`config.mk`:
```
export PLATFORM = sky130hd
export DESIGN_NAME = decimal_fraction_to_binary_flat
export DESIGN_NICKNAME = d
export VERILOG_FILES = /design/src/design/dfb_pkg.sv /design/src/design/dfb_if.sv /design/src/design/dfb_accum.sv /design/src/design/decimal_fraction_to_binary.sv /design/src/flat_wrapper.sv
export SDC_FILE = /design/constraint.sdc
export NUM_CORES = 1
export LEC_CHECK = 0
export BUFFER_PORTS_ARGS = -buffer_cell sky130_fd_sc_hd__buf_2
export CAP_MARGIN = 25
export CORE_MARGIN = 5
export CORE_UTILIZATION = 60
export DETAILED_ROUTE_END_ITERATION = 16
export PLACE_DENSITY = 0.88
export SLEW_MARGIN = 20
export SYNTH_ARGS = -nofsm -noshare
export SYNTH_HDL_FRONTEND = slang
export SYNTH_SLANG_ARGS = --single-unit
```
`constraint.sdc`:
```
create_clock -name clk -period 19.3 [get_ports clk]
set_input_delay 3.86 -clock clk [delete_from_list [all_inputs] [get_ports clk]]
set_output_delay 3.86 -clock clk [all_outputs]
set_load 0.005 [all_outputs]
```
`src/design/dfb_pkg.sv`:
```
// ----------------------------------------------------------------------------
// dfb_pkg: shared types and constants for the decimal fraction converter
// Weight tables, field widths and the control bundle between the top level
// and the accumulator.
// ----------------------------------------------------------------------------
package dfb_pkg;

  localparam int TABLE_LEN   = 20;
  localparam int IDX_W       = $clog2(TABLE_LEN);
  localparam int MAX_DIGITS_DEF = 20;
  localparam int DIGIT_W     = 4;
  localparam int SUM_W       = 64;
  localparam int GUARD_W     = 16;
  localparam int GFRAC_W     = 8;

  typedef logic [DIGIT_W-1:0] digit_t;
  typedef logic [SUM_W-1:0]   sum_t;
  typedef logic [GUARD_W-1:0] guard_t;
  typedef logic [IDX_W-1:0]   idx_t;

  // One item handed from the input register to the accumulator.
  typedef struct packed {
    logic   step;   // item consumed this cycle
    logic   last;   // terminator: finish, emit and clear
    digit_t digit;
  } dfb_ctrl_t;

  // Integer part of 2^64 / 10^(p+1).
  function automatic sum_t weight_main(input idx_t idx);
    sum_t w;
    unique case (idx)
      5'd0:    w = 64'h1999999999999999;
      5'd1:    w = 64'h028f5c28f5c28f5c;
      5'd2:    w = 64'h004189374bc6a7ef;
      5'd3:    w = 64'h00068db8bac710cb;
      5'd4:    w = 64'h0000a7c5ac471b47;
      5'd5:    w = 64'h000010c6f7a0b5ed;
      5'd6:    w = 64'h000001ad7f29abca;
      5'd7:    w = 64'h0000002af31dc461;
      5'd8:    w = 64'h000000044b82fa09;
      5'd9:    w = 64'h000000006df37f67;
      5'd10:   w = 64'h000000000afebff0;
      5'd11:   w = 64'h0000000001197998;
      5'd12:   w = 64'h00000000001c25c2;
      5'd13:   w = 64'h000000000002d093;
      5'd14:   w = 64'h000000000000480e;
      5'd15:   w = 64'h0000000000000734;
      5'd16:   w = 64'h00000000000000b8;
      5'd17:   w = 64'h0000000000000012;
      5'd18:   w = 64'h0000000000000001;
      default: w = '0;
    endcase
    return w;
  endfunction

  // Next eight fraction bits of the same weight.
  function automatic logic [GFRAC_W-1:0] weight_guard(input idx_t idx);
    logic [GFRAC_W-1:0] g;
    unique case (idx)
      5'd0:    g = 8'h99;
      5'd1:    g = 8'h28;
      5'd2:    g = 8'h9d;
      5'd3:    g = 8'h29;
      5'd4:    g = 8'h84;
      5'd5:    g = 8'h8d;
      5'd6:    g = 8'hf4;
      5'd7:    g = 8'h18;
      5'd8:    g = 8'hb5;
      5'd9:    g = 8'h5e;
      5'd10:   g = 8'hbc;
      5'd11:   g = 8'h12;
      5'd12:   g = 8'h68;
      5'd13:   g = 8'h70;
      5'd14:   g = 8'hbe;
      5'd15:   g = 8'hac;
      5'd16:   g = 8'h77;
      5'd17:   g = 8'h72;
      5'd18:   g = 8'hd8;
      5'd19:   g = 8'h2f;
      default: g = '0;
    endcase
    return g;
  endfunction

endpackage

```
`src/design/dfb_if.sv`:
```
// ----------------------------------------------------------------------------
// dfb channel interfaces
// Valid/ready channels for digit beats and result beats.
// ----------------------------------------------------------------------------
interface dfb_digit_if import dfb_pkg::*; ();
  logic   valid;
  logic   ready;
  digit_t digit_value;
  logic   end_of_digits;

  modport source (output valid, output digit_value, output end_of_digits, input ready);
  modport sink   (input valid, input digit_value, input end_of_digits, output ready);
endinterface

interface dfb_frac_if import dfb_pkg::*; ();
  logic valid;
  logic ready;
  sum_t binary_fraction;

  modport source (output valid, output binary_fraction, input ready);
  modport sink   (input valid, input binary_fraction, output ready);
endinterface

```
`src/design/dfb_accum.sv`:
```
// ----------------------------------------------------------------------------
// dfb_accum: weighted digit accumulator with round-to-nearest-even finish
// Holds digit position, main sum and guard sum; gives the rounded fraction
// for a terminator and clears on it.
// ----------------------------------------------------------------------------
module dfb_accum import dfb_pkg::*; #(
  parameter int MAX_DIGITS = MAX_DIGITS_DEF
) (
  input  logic      clk,
  input  logic      rst_n,
  input  dfb_ctrl_t ctrl,
  output sum_t      result
);

  localparam int POS_W = $clog2(MAX_DIGITS + 1);

  logic [POS_W-1:0] pos_r, pos_nxt;
  sum_t             main_r, main_nxt;
  guard_t           guard_r, guard_nxt;

  idx_t               idx;
  sum_t               w_main;
  logic [GFRAC_W-1:0] w_guard;
  sum_t               prod_main;
  guard_t             prod_guard;
  logic               take_digit;
  logic               sticky;
  logic               lsb;
  logic               rnd_inc;

  assign idx        = IDX_W'(pos_r);
  assign w_main     = weight_main(idx);
  assign w_guard    = weight_guard(idx);
  assign take_digit = ctrl.step && !ctrl.last && (pos_r < POS_W'(MAX_DIGITS));

  // digit times weight as four shifted copies
  always_comb begin
    prod_main = '0;
    for (int b = 0; b < DIGIT_W; b++) begin
      if (ctrl.digit[b]) begin
        prod_main = prod_main + (w_main << b);
      end
    end
  end

  assign prod_guard = GUARD_W'(ctrl.digit) * GUARD_W'(w_guard);

  // Round: half bit is guard[7], sticky the bits below, odd from the sum LSB.
  assign sticky  = |guard_r[GFRAC_W-2:0];
  assign lsb     = main_r[0] ^ guard_r[GFRAC_W];
  assign rnd_inc = guard_r[GFRAC_W-1] & (sticky | lsb);
  assign result  = main_r + SUM_W'(guard_r[GUARD_W-1:GFRAC_W]) + SUM_W'(rnd_inc);

  always_comb begin
    pos_nxt   = pos_r;
    main_nxt  = main_r;
    guard_nxt = guard_r;
    if (ctrl.step && ctrl.last) begin
      pos_nxt   = '0;
      main_nxt  = '0;
      guard_nxt = '0;
    end else if (take_digit) begin
      pos_nxt   = pos_r + POS_W'(1);
      main_nxt  = main_r + prod_main;
      guard_nxt = guard_r + prod_guard;
    end
  end

  always_ff @(posedge clk) begin
    if (!rst_n) begin
      pos_r   <= '0;
      main_r  <= '0;
      guard_r <= '0;
    end else begin
      pos_r   <= pos_nxt;
      main_r  <= main_nxt;
      guard_r <= guard_nxt;
    end
  end

  a_pos_bound: assert property (@(posedge clk) disable iff (!rst_n)
    pos_r <= POS_W'(MAX_DIGITS))
    else $error("digit position past limit");

  a_clear_on_last: assert property (@(posedge clk) disable iff (!rst_n)
    (ctrl.step && ctrl.last) |=> (pos_r == '0 && main_r == '0 && guard_r == '0))
    else $error("state not cleared after terminator");

  a_full_holds: assert property (@(posedge clk) disable iff (!rst_n)
    (ctrl.step && !ctrl.last && pos_r == POS_W'(MAX_DIGITS)) |=> $stable(main_r))
    else $error("digit past limit changed the sum");

endmodule

```
`src/design/decimal_fraction_to_binary.sv`:
```
// ----------------------------------------------------------------------------
// decimal_fraction_to_binary: decimal fraction digits to 0.64 binary fraction
// Digit beats in, most significant first; a terminator beat emits the
// rounded 64-bit fraction and clears the accumulated state.
// ----------------------------------------------------------------------------
// Throughput: one beat per cycle; digit beats never stall, but a terminator
// waits while the output register holds a beat the sink has not taken.
// Path: the accept loads a terminator beat into the input register, then the
// accumulator/round result is loaded into the output register as the result beat.
// The sustained rate is set by the single digit-times-weight accumulate step.
// Reset (rst_n low, synchronous) empties both registers and clears position
// and sums to zero.
module decimal_fraction_to_binary import dfb_pkg::*; #(
  parameter int MAX_DIGITS = MAX_DIGITS_DEF
) (
  input  logic clk,
  input  logic rst_n,
  dfb_digit_if.sink  in_chan,
  dfb_frac_if.source out_chan
);

  // input register
  logic   in_valid_r, in_valid_nxt;
  digit_t digit_r;
  logic   last_r;

  // result register
  logic   out_valid_r, out_valid_nxt;
  sum_t   frac_r;

  logic      in_take;
  logic      out_free;
  logic      s2_fire;
  dfb_ctrl_t ctrl;
  sum_t      result;

  // The output slot is free when empty or being drained this cycle.
  assign out_free = !out_valid_r || out_chan.ready;
  // Digit beats never need the output slot; only a terminator waits on it.
  assign s2_fire  = in_valid_r && (!last_r || out_free);
  assign in_chan.ready = !in_valid_r || s2_fire;
  assign in_take  = in_chan.valid && in_chan.ready;

  assign ctrl.step  = s2_fire;
  assign ctrl.last  = last_r;
  assign ctrl.digit = digit_r;

  dfb_accum #(
    .MAX_DIGITS (MAX_DIGITS)
  ) u_accum (
    .clk    (clk),
    .rst_n  (rst_n),
    .ctrl   (ctrl),
    .result (result)
  );

  always_comb begin
    // refill the input register on a new beat, drop it once consumed
    priority if (in_take) begin
      in_valid_nxt = 1'b1;
    end else if (s2_fire) begin
      in_valid_nxt = 1'b0;
    end else begin
      in_valid_nxt = in_valid_r;
    end

    // load on a terminator, release when the sink takes the beat
    priority if (s2_fire && last_r) begin
      out_valid_nxt = 1'b1;
    end else if (out_chan.ready) begin
      out_valid_nxt = 1'b0;
    end else begin
      out_valid_nxt = out_valid_r;
    end
  end

  always_ff @(posedge clk) begin
    if (!rst_n) begin
      in_valid_r  <= 1'b0;
      out_valid_r <= 1'b0;
    end else begin
      in_valid_r  <= in_valid_nxt;
      out_valid_r <= out_valid_nxt;
    end
  end

  // payload registers: hold unless loaded
  always_ff @(posedge clk) begin
    if (in_take) begin
      digit_r <= in_chan.digit_value;
      last_r  <= in_chan.end_of_digits;
    end
    if (s2_fire && last_r) begin
      frac_r <= result;
    end
  end

  assign out_chan.valid           = out_valid_r;
  assign out_chan.binary_fraction = frac_r;

  a_last_emits: assert property (@(posedge clk) disable iff (!rst_n)
    (s2_fire && last_r) |=> out_valid_r)
    else $error("terminator consumed without a result beat");

  a_digit_no_result: assert property (@(posedge clk) disable iff (!rst_n)
    (s2_fire && !last_r && !out_valid_r) |=> !out_valid_r)
    else $error("digit beat produced a result beat");

  a_no_overwrite: assert property (@(posedge clk) disable iff (!rst_n)
    (out_valid_r && !out_chan.ready) |-> !(s2_fire && last_r))
    else $error("pending result overwritten");

endmodule
```
`src/flat_wrapper.sv`:
```
// flat-port wrapper written by rule: the top's interface ports become plain ports
module decimal_fraction_to_binary_flat import dfb_pkg::*;
#(
  parameter int MAX_DIGITS = MAX_DIGITS_DEF
)
  (clk, rst_n, in_chan_valid, in_chan_digit_value, in_chan_end_of_digits, in_chan_ready, out_chan_valid, out_chan_binary_fraction, out_chan_ready);
  dfb_digit_if in_chan_i ();
  dfb_frac_if out_chan_i ();
  input  logic clk;
  input  logic rst_n;
  input wire logic [$bits(in_chan_i.valid)-1:0] in_chan_valid;
  input wire logic [$bits(in_chan_i.digit_value)-1:0] in_chan_digit_value;
  input wire logic [$bits(in_chan_i.end_of_digits)-1:0] in_chan_end_of_digits;
  output wire logic [$bits(in_chan_i.ready)-1:0] in_chan_ready;
  output wire logic [$bits(out_chan_i.valid)-1:0] out_chan_valid;
  output wire logic [$bits(out_chan_i.binary_fraction)-1:0] out_chan_binary_fraction;
  input wire logic [$bits(out_chan_i.ready)-1:0] out_chan_ready;
  assign in_chan_i.valid = in_chan_valid;
  assign in_chan_i.digit_value = in_chan_digit_value;
  assign in_chan_i.end_of_digits = in_chan_end_of_digits;
  assign in_chan_ready = in_chan_i.ready;
  assign out_chan_valid = out_chan_i.valid;
  assign out_chan_binary_fraction = out_chan_i.binary_fraction;
  assign out_chan_i.ready = out_chan_ready;
  decimal_fraction_to_binary #(.MAX_DIGITS(MAX_DIGITS)) u_core (.clk(clk), .rst_n(rst_n), .in_chan(in_chan_i), .out_chan(out_chan_i));
endmodule
```
======== Word-level counts from Yosys, hierarchy flattened ========
Memory sizes are Yosys's and may differ from the RTL's. A register that Yosys moved wholly into a read port is not among the register bits.
Index checks and enable logic that the tools add are counted.
storage, ports and cells
  register bits after elaboration ......... 156
  memory bits (read-only) ................. 2144
  bits of input ports ..................... 9
  output and inout bits ................... 66
  memories kept ........................... 2
memory list
  name              words  width  read ports  clocked after Yosys merged registers in  wr ports  line           source
  (name not given)  32     59     1           1                                        0         dfb_pkg.sv:31  unique case (idx)
  (name not given)  32     8      1           1                                        0         dfb_pkg.sv:59  unique case (idx)
operators by class
  add/subtract/negate cells ............... 8
  multiply operators ...................... 1
  magnitude comparators ................... 1
  multiplexer cells ....................... 12
  bitwise operators ....................... 4
  reduce and logical (&&, ||, !) cells .... 15
operator list
  operator             count
  $add 64x64->64       4
  $mux 64              4
  $add 64x1->64        1
  $add 64x8->64        1
  $mux 5               4
  $add 16x12->16       1
  $mul 4x8->12         1
  $reduce_or 7->1      1
  $add 5x1->5 const B  1
  $logic_and 1x1->1    5
  $lt 5x5->1 const B   1
  $mux 1               4
  $reduce_bool 2->1    2
  $logic_not 1->1      3
  $logic_or 1x1->1     3
  $reduce_or 2->1      1
  $and 1x1->1          1
  $not 1->1            1
  $or 1x1->1           1
  $xor 1x1->1          1

======== Logic depth before layout (Yosys ltp) ========
  word-level depth ........................ 8
  depth in mapped cells ................... 61
  depth with buffers taken out ............ 55

======== Cells and area by module ========
From an unflattened synthesis, not the netlist that was laid out.
unflattened totals
  cell total of the unflattened synthesis .. 3292
  area, all modules ....................... 25280.5 um2
modules (own cells, without submodules)
  module                      times used  cells an instance  area each (um2)
  dfb_accum                   1           3211               23090.9
  decimal_fraction_to_binary  1           81                 2189.6

======== Worst setup path before layout ========
No wires, ideal clock.
  kind .................................... register -> register
  start ................................... register u_core.digit_r[0]
  end ..................................... register u_core.u_accum.main_r[63]
  arrival ................................. 11056 ps
  data required time ...................... 19230 ps
  setup slack ............................. 8173 ps
  cell stages (with the launch flop) ...... 55
  path through ............................ edfxtp_1 buf_2 buf_2 clkbuf_1 clkbuf_1 clkbuf_1 clkbuf_1 and2_1 ha_1 inv_1 fa_1 nor2b_1 a31oi_1 nor3b_1 o21a_1 o2111ai_2 a21boi_0 o41ai_1 [19 not listed] a21o_1 a21oi_1 xnor2_1 mux2_2 ha_1 and3_1 a311oi_1 o21ai_0 a221oi_1 o22a_1 o31ai_1 and2_1 o21a_1 a41oi_1 xor2_1 xnor2_1 or3_1 a21oi_1
between the ends
  cells in the longest elaborated chain, start to end .. 8
ends and longest elaborated chain
  what                      line                              source
  start: declaration        decimal_fraction_to_binary.sv:24  digit_t digit_r;
  start signal: assignment  decimal_fraction_to_binary.sv:90  digit_r <= in_chan.digit_value;
  $mux 64 (*)               dfb_accum.sv:40                   if (ctrl.digit[b]) begin
  $add 64x64->64            dfb_accum.sv:41                   prod_main = prod_main + (w_main << b);
  $mux 64 (*)               dfb_accum.sv:40
  $add 64x64->64            dfb_accum.sv:41
  $mux 64 (*)               dfb_accum.sv:40
  $add 64x64->64            dfb_accum.sv:41
  $mux 64 (*)               dfb_accum.sv:40
  $add 64x64->64 (*)        dfb_accum.sv:64                   main_nxt = main_r + prod_main;
  end signal: assignment    dfb_accum.sv:76                   main_r <= main_nxt;
  end: declaration          dfb_accum.sv:18                   sum_t main_r, main_nxt;
Every way passes the cells marked *; elsewhere a longest branch is shown, timed or not.
A chain may end at the register's enable or synchronous reset.

======== Worst setup path in the final report ========
Same ends and word-level chain as after synthesis.

==> metrics.md <==
| Metric | Value |
|---|---|
| RePlAce Congestion | 1.04 |
| Worst Skew | 10.6 ps |
| Tmin final | 11,900 ps |
| Area Growth Syn to Fin | 5.80% |
| Port Buffers | 74 |
| Pwr dens | 74.7 nW/um2 |
| Layout cell share with drive strength beyond 1 | 7.48% |
| Final nets | 3,575 |
| Asr flop ratio synth | 0% |
| DRT Pass-1 Iters | 6 |
| Max-Cap Viols | 0 |
| Die H | 215 um |
| CORE AREA | 41,700 um2 |
| Worst Path Max Fanout | 61 |
| Reg clk slew, reported paths | 70 ps |
| Most Crowded Layer GR | met2 |
| Syn_nets | 3,591 |
| Initial antenna violation count | 2 |
| Die ar. | 46,100 um2 |
| Startpoint types | register |
| CP Capture Point | u_core.u_accum.main_r[63]$_SDFFE_PP0P_ |
| Syn Inst Count | 3,287 |
| Remaining Overflow, GRT | 0 |
| Met1 usage | 35.4% |
| CP Depth | 48 |
| Worst Setup End Kind | register |
| Finish-stage setup viols | 0 |
| DRC violations left | 0 |
| RSZ-0062 raised after global routing | no |
| Share of the synthesized area in the top cell type | 13.3% |
| Clk buf depth | 3 |
| Via-per-instance ratio | 6.37 |
| Status | completed |
| Maximum operating frequency | 84.0 MHz |
| Netlist Area Pre-Place | 25,100 um2 |
| Synth area leaders | ha_1 13%, dfxtp_1 12%, edfxtp_1 8.2% |
| Reg2Reg Depth | 48 |
| Synth cell count leaders | 379 x a21oi_1, 379 x nand2_1, 268 x ha_1 |
| DRT iter0 DRCs | 2,279 |
| Largest delay share family, worst path | compound AO/OA/AOI/OAI gates |
| DR vias | 24.4k |
| Syn_area_per_cell | 7.65 um2 |
| Max Transition Viols Final | 0 |
| Peak supply drop | 0.0875 mV |
| Initial Util | 60.3% |
| Power Total | 0.00199 W |
| Yosys warning total | 0 |
| Min Hold Slack | 479 ps |
| Clock Latency Late Sink | 550 ps |
| Slew headroom | 31.4% |
| Number of synthesized flops with an enable pin | 69 |
| CP max stage delay | 570 ps |
| N_diodes | 0 |
| GRT Util Overall | 29.0% |
| Worst EP required | 19,780 ps |
| Max H-tree Level | 1 |
| Met2 Resource Use GR | 51.0% |
| Final ANT Viol Nets | 0 |
| Post-route non-filler standard cell count | 3,828 |
| Hold Crit Class | reg -> reg |
| Per-cell routed wire length | 18.3 um |
| Synth area leader | ha_1 |
| Sum of negative setup slack | 0 ps |
| Inst Count DP | 3,783 |
| Leakage | 11.9 nW |
| GR Layer Usage met3 | 3.66% |
| Critical Path Start | u_core.digit_r[0]$_DFFE_PP_ |
| Ys flop type | dfxtp_1 |
| Worst-margin pin slew | 1030 ps |
| Final Hold Vio Count | 0 |
| Vias in the first global route | 23.3k |
| Critical path class | reg -> reg |
| Crit path max-delay cell type | o31ai_1 |
| Seq cells post-synth | 216 |
| CTS tree | done |
| Sequential fraction of the synthesis area | 19.9% |
| Detailed Place HPWL | 53.3 mm |
| Resized cells post-CTS | 0 |
| Flop2flop setup slack | 7400 ps |
| Post-CTS Setup Bufs | 0 |
| Num CTS Buffers | 25 |
| Tcrit/Tclk final | 61.7% |
| R2r startpoint | u_core.digit_r[0]$_DFFE_PP_ |
| Die width | 215 um |
| Cts hold-fix bufs | 0 |
| First-pass GRT wire length | 114 mm |
| Clock sink total | 216 |
| Largest net degree at the start of global routing | 65 |
| Drt total wl | 70.0 mm |
| Netlist cell types | 96 |
| Boundary pin count | 75 |
| Row count | 75 |
| Critical R2R Capture | u_core.u_accum.main_r[63]$_SDFFE_PP0P_ |
| Crit path DAT | 12,380 ps |
| CTS Root Cell | clkbuf_16 |
| Bufs and invs on worst path | 2 |
flip-flops by register name, summed over array words and instances, names as in the netlist:
name                             flops
u_core.u_accum.main_r               64
u_core.u_accum.w_main               52
u_core.digit_r                       4
u_core.out_chan.valid                1
u_core.last_r                        1
u_core.u_accum.w_guard               8
u_core.u_accum.guard_r              16
u_core.in_valid_r                    1
u_core.u_accum.idx                   5
u_core.out_chan.binary_fraction     64
how the worst min path moves through the flow:
stage	startpoint	endpoint	slack (ps)	cells after the start
2_1_floorplan	u_core.u_accum.guard_r[2]$_SDFFE_PP0P_	u_core.u_accum.guard_r[2]$_SDFFE_PP0P_	440	2
3_3_place_gp	u_core.u_accum.guard_r[0]$_SDFFE_PP0P_	u_core.u_accum.guard_r[0]$_SDFFE_PP0P_	460	2
3_5_place_dp	u_core.u_accum.guard_r[0]$_SDFFE_PP0P_	u_core.u_accum.guard_r[0]$_SDFFE_PP0P_	470	2
4_1_cts	u_core.u_accum.guard_r[0]$_SDFFE_PP0P_	u_core.u_accum.guard_r[0]$_SDFFE_PP0P_	480	2
5_1_grt	u_core.u_accum.guard_r[0]$_SDFFE_PP0P_	u_core.u_accum.guard_r[0]$_SDFFE_PP0P_	500	2
6_report	u_core.u_accum.guard_r[0]$_SDFFE_PP0P_	u_core.u_accum.guard_r[0]$_SDFFE_PP0P_	480	2
cell usage in the layout, fill, tap and decap left out, types with 9 or more instances in the layout:
cell type	netlist	layout
a21o_1	137	137
nor2b_1	24	24
or3_1	19	19
nand3_1	76	76
buf_4	0	19
nand2_1	379	379
a21oi_1	379	379
ha_1	268	268
nand2b_1	37	37
and4_1	15	15
nor2_1	267	265
a21boi_0	17	17
clkbuf_16	0	25
edfxtp_1	69	69
or2_2	9	9
o22ai_1	11	11
inv_1	154	154
nor4_1	10	10
o21bai_1	40	40
fa_1	27	27
o31ai_1	20	20
a22o_1	9	9
a31oi_1	30	30
mux2_2	70	70
buf_2	12	74
a211oi_1	37	37
nand4_1	42	42
dfxtp_1	147	147
and3_1	47	47
o21a_1	43	43
xor2_1	93	93
and2_1	70	70
nor3_1	46	46
o21ai_1	17	16
xnor2_1	180	180
mux2i_1	13	13
o21ai_0	173	173
o211ai_1	16	16
a221o_1	9	9
report_power, final:
group | total (W) | internal [W] | switching (W)
sequential | 0.000520 | 0.000491 | 0.0000286
clock | 0.000458 | 0.000256 | 0.000202
combinational | 0.00101 | 0.000429 | 0.000579
tightest hold or removal path: cells and delay by family, from the launching register on:
| family | cells | cell delay, ps |
|---|---|---|
| DFF | 1 | 320 |
| and+or+nand+nor | 1 | 60 |
| AOI/OAI and AO/OA | 1 | 50 |
stage by stage:
step	setup slack, ps	utilization, %	area (um2)
2_1_floorplan	8170	-	25100
3_3_place_gp	7800	62.0	25800
3_5_place_dp	7670	62.0	25800
4_1_cts	7570	63.8	26600
5_1_grt	6610	63.8	26600
6_report	7400	63.8	26600
final cells by class:
| type | instances | area [um2] |
|---|---|---|
| clock buffer | 29 | 651 |
| fill | 3624 | 15100 |
| inverter | 156 | 586 |
| clock inverter | 16 | 123 |
| sequential | 216 | 5010 |
| timing repair buffer | 94 | 528 |
| tap | 539 | 674 |
| multi-input combinational | 2778 | 19000 |
layer usage:
metal	part of all wire, %	wire (um)
met3	6.0	4230
met4	5.5	3860
met1	40	28200
met5	0.020	14
met2	48	33700
cells by family (layout without fill, tap and decap cells):
logic type | count (synthesis) | count (layout) | share of synthesized area, %
and+or+nand+nor | 1069 | 1069 | 20.0
AOI/OAI and AO/OA | 1057 | 1057 | 26.9
adders and majority gates | 296 | 296 | 15.5
buffers and inverters | 293 | 295 | 4.47
xor gates and xnor gates | 273 | 273 | 9.51
DFF | 216 | 216 | 19.9
muxes | 83 | 83 | 3.65
No activity file was read; power rests on OpenSTA's default activity.
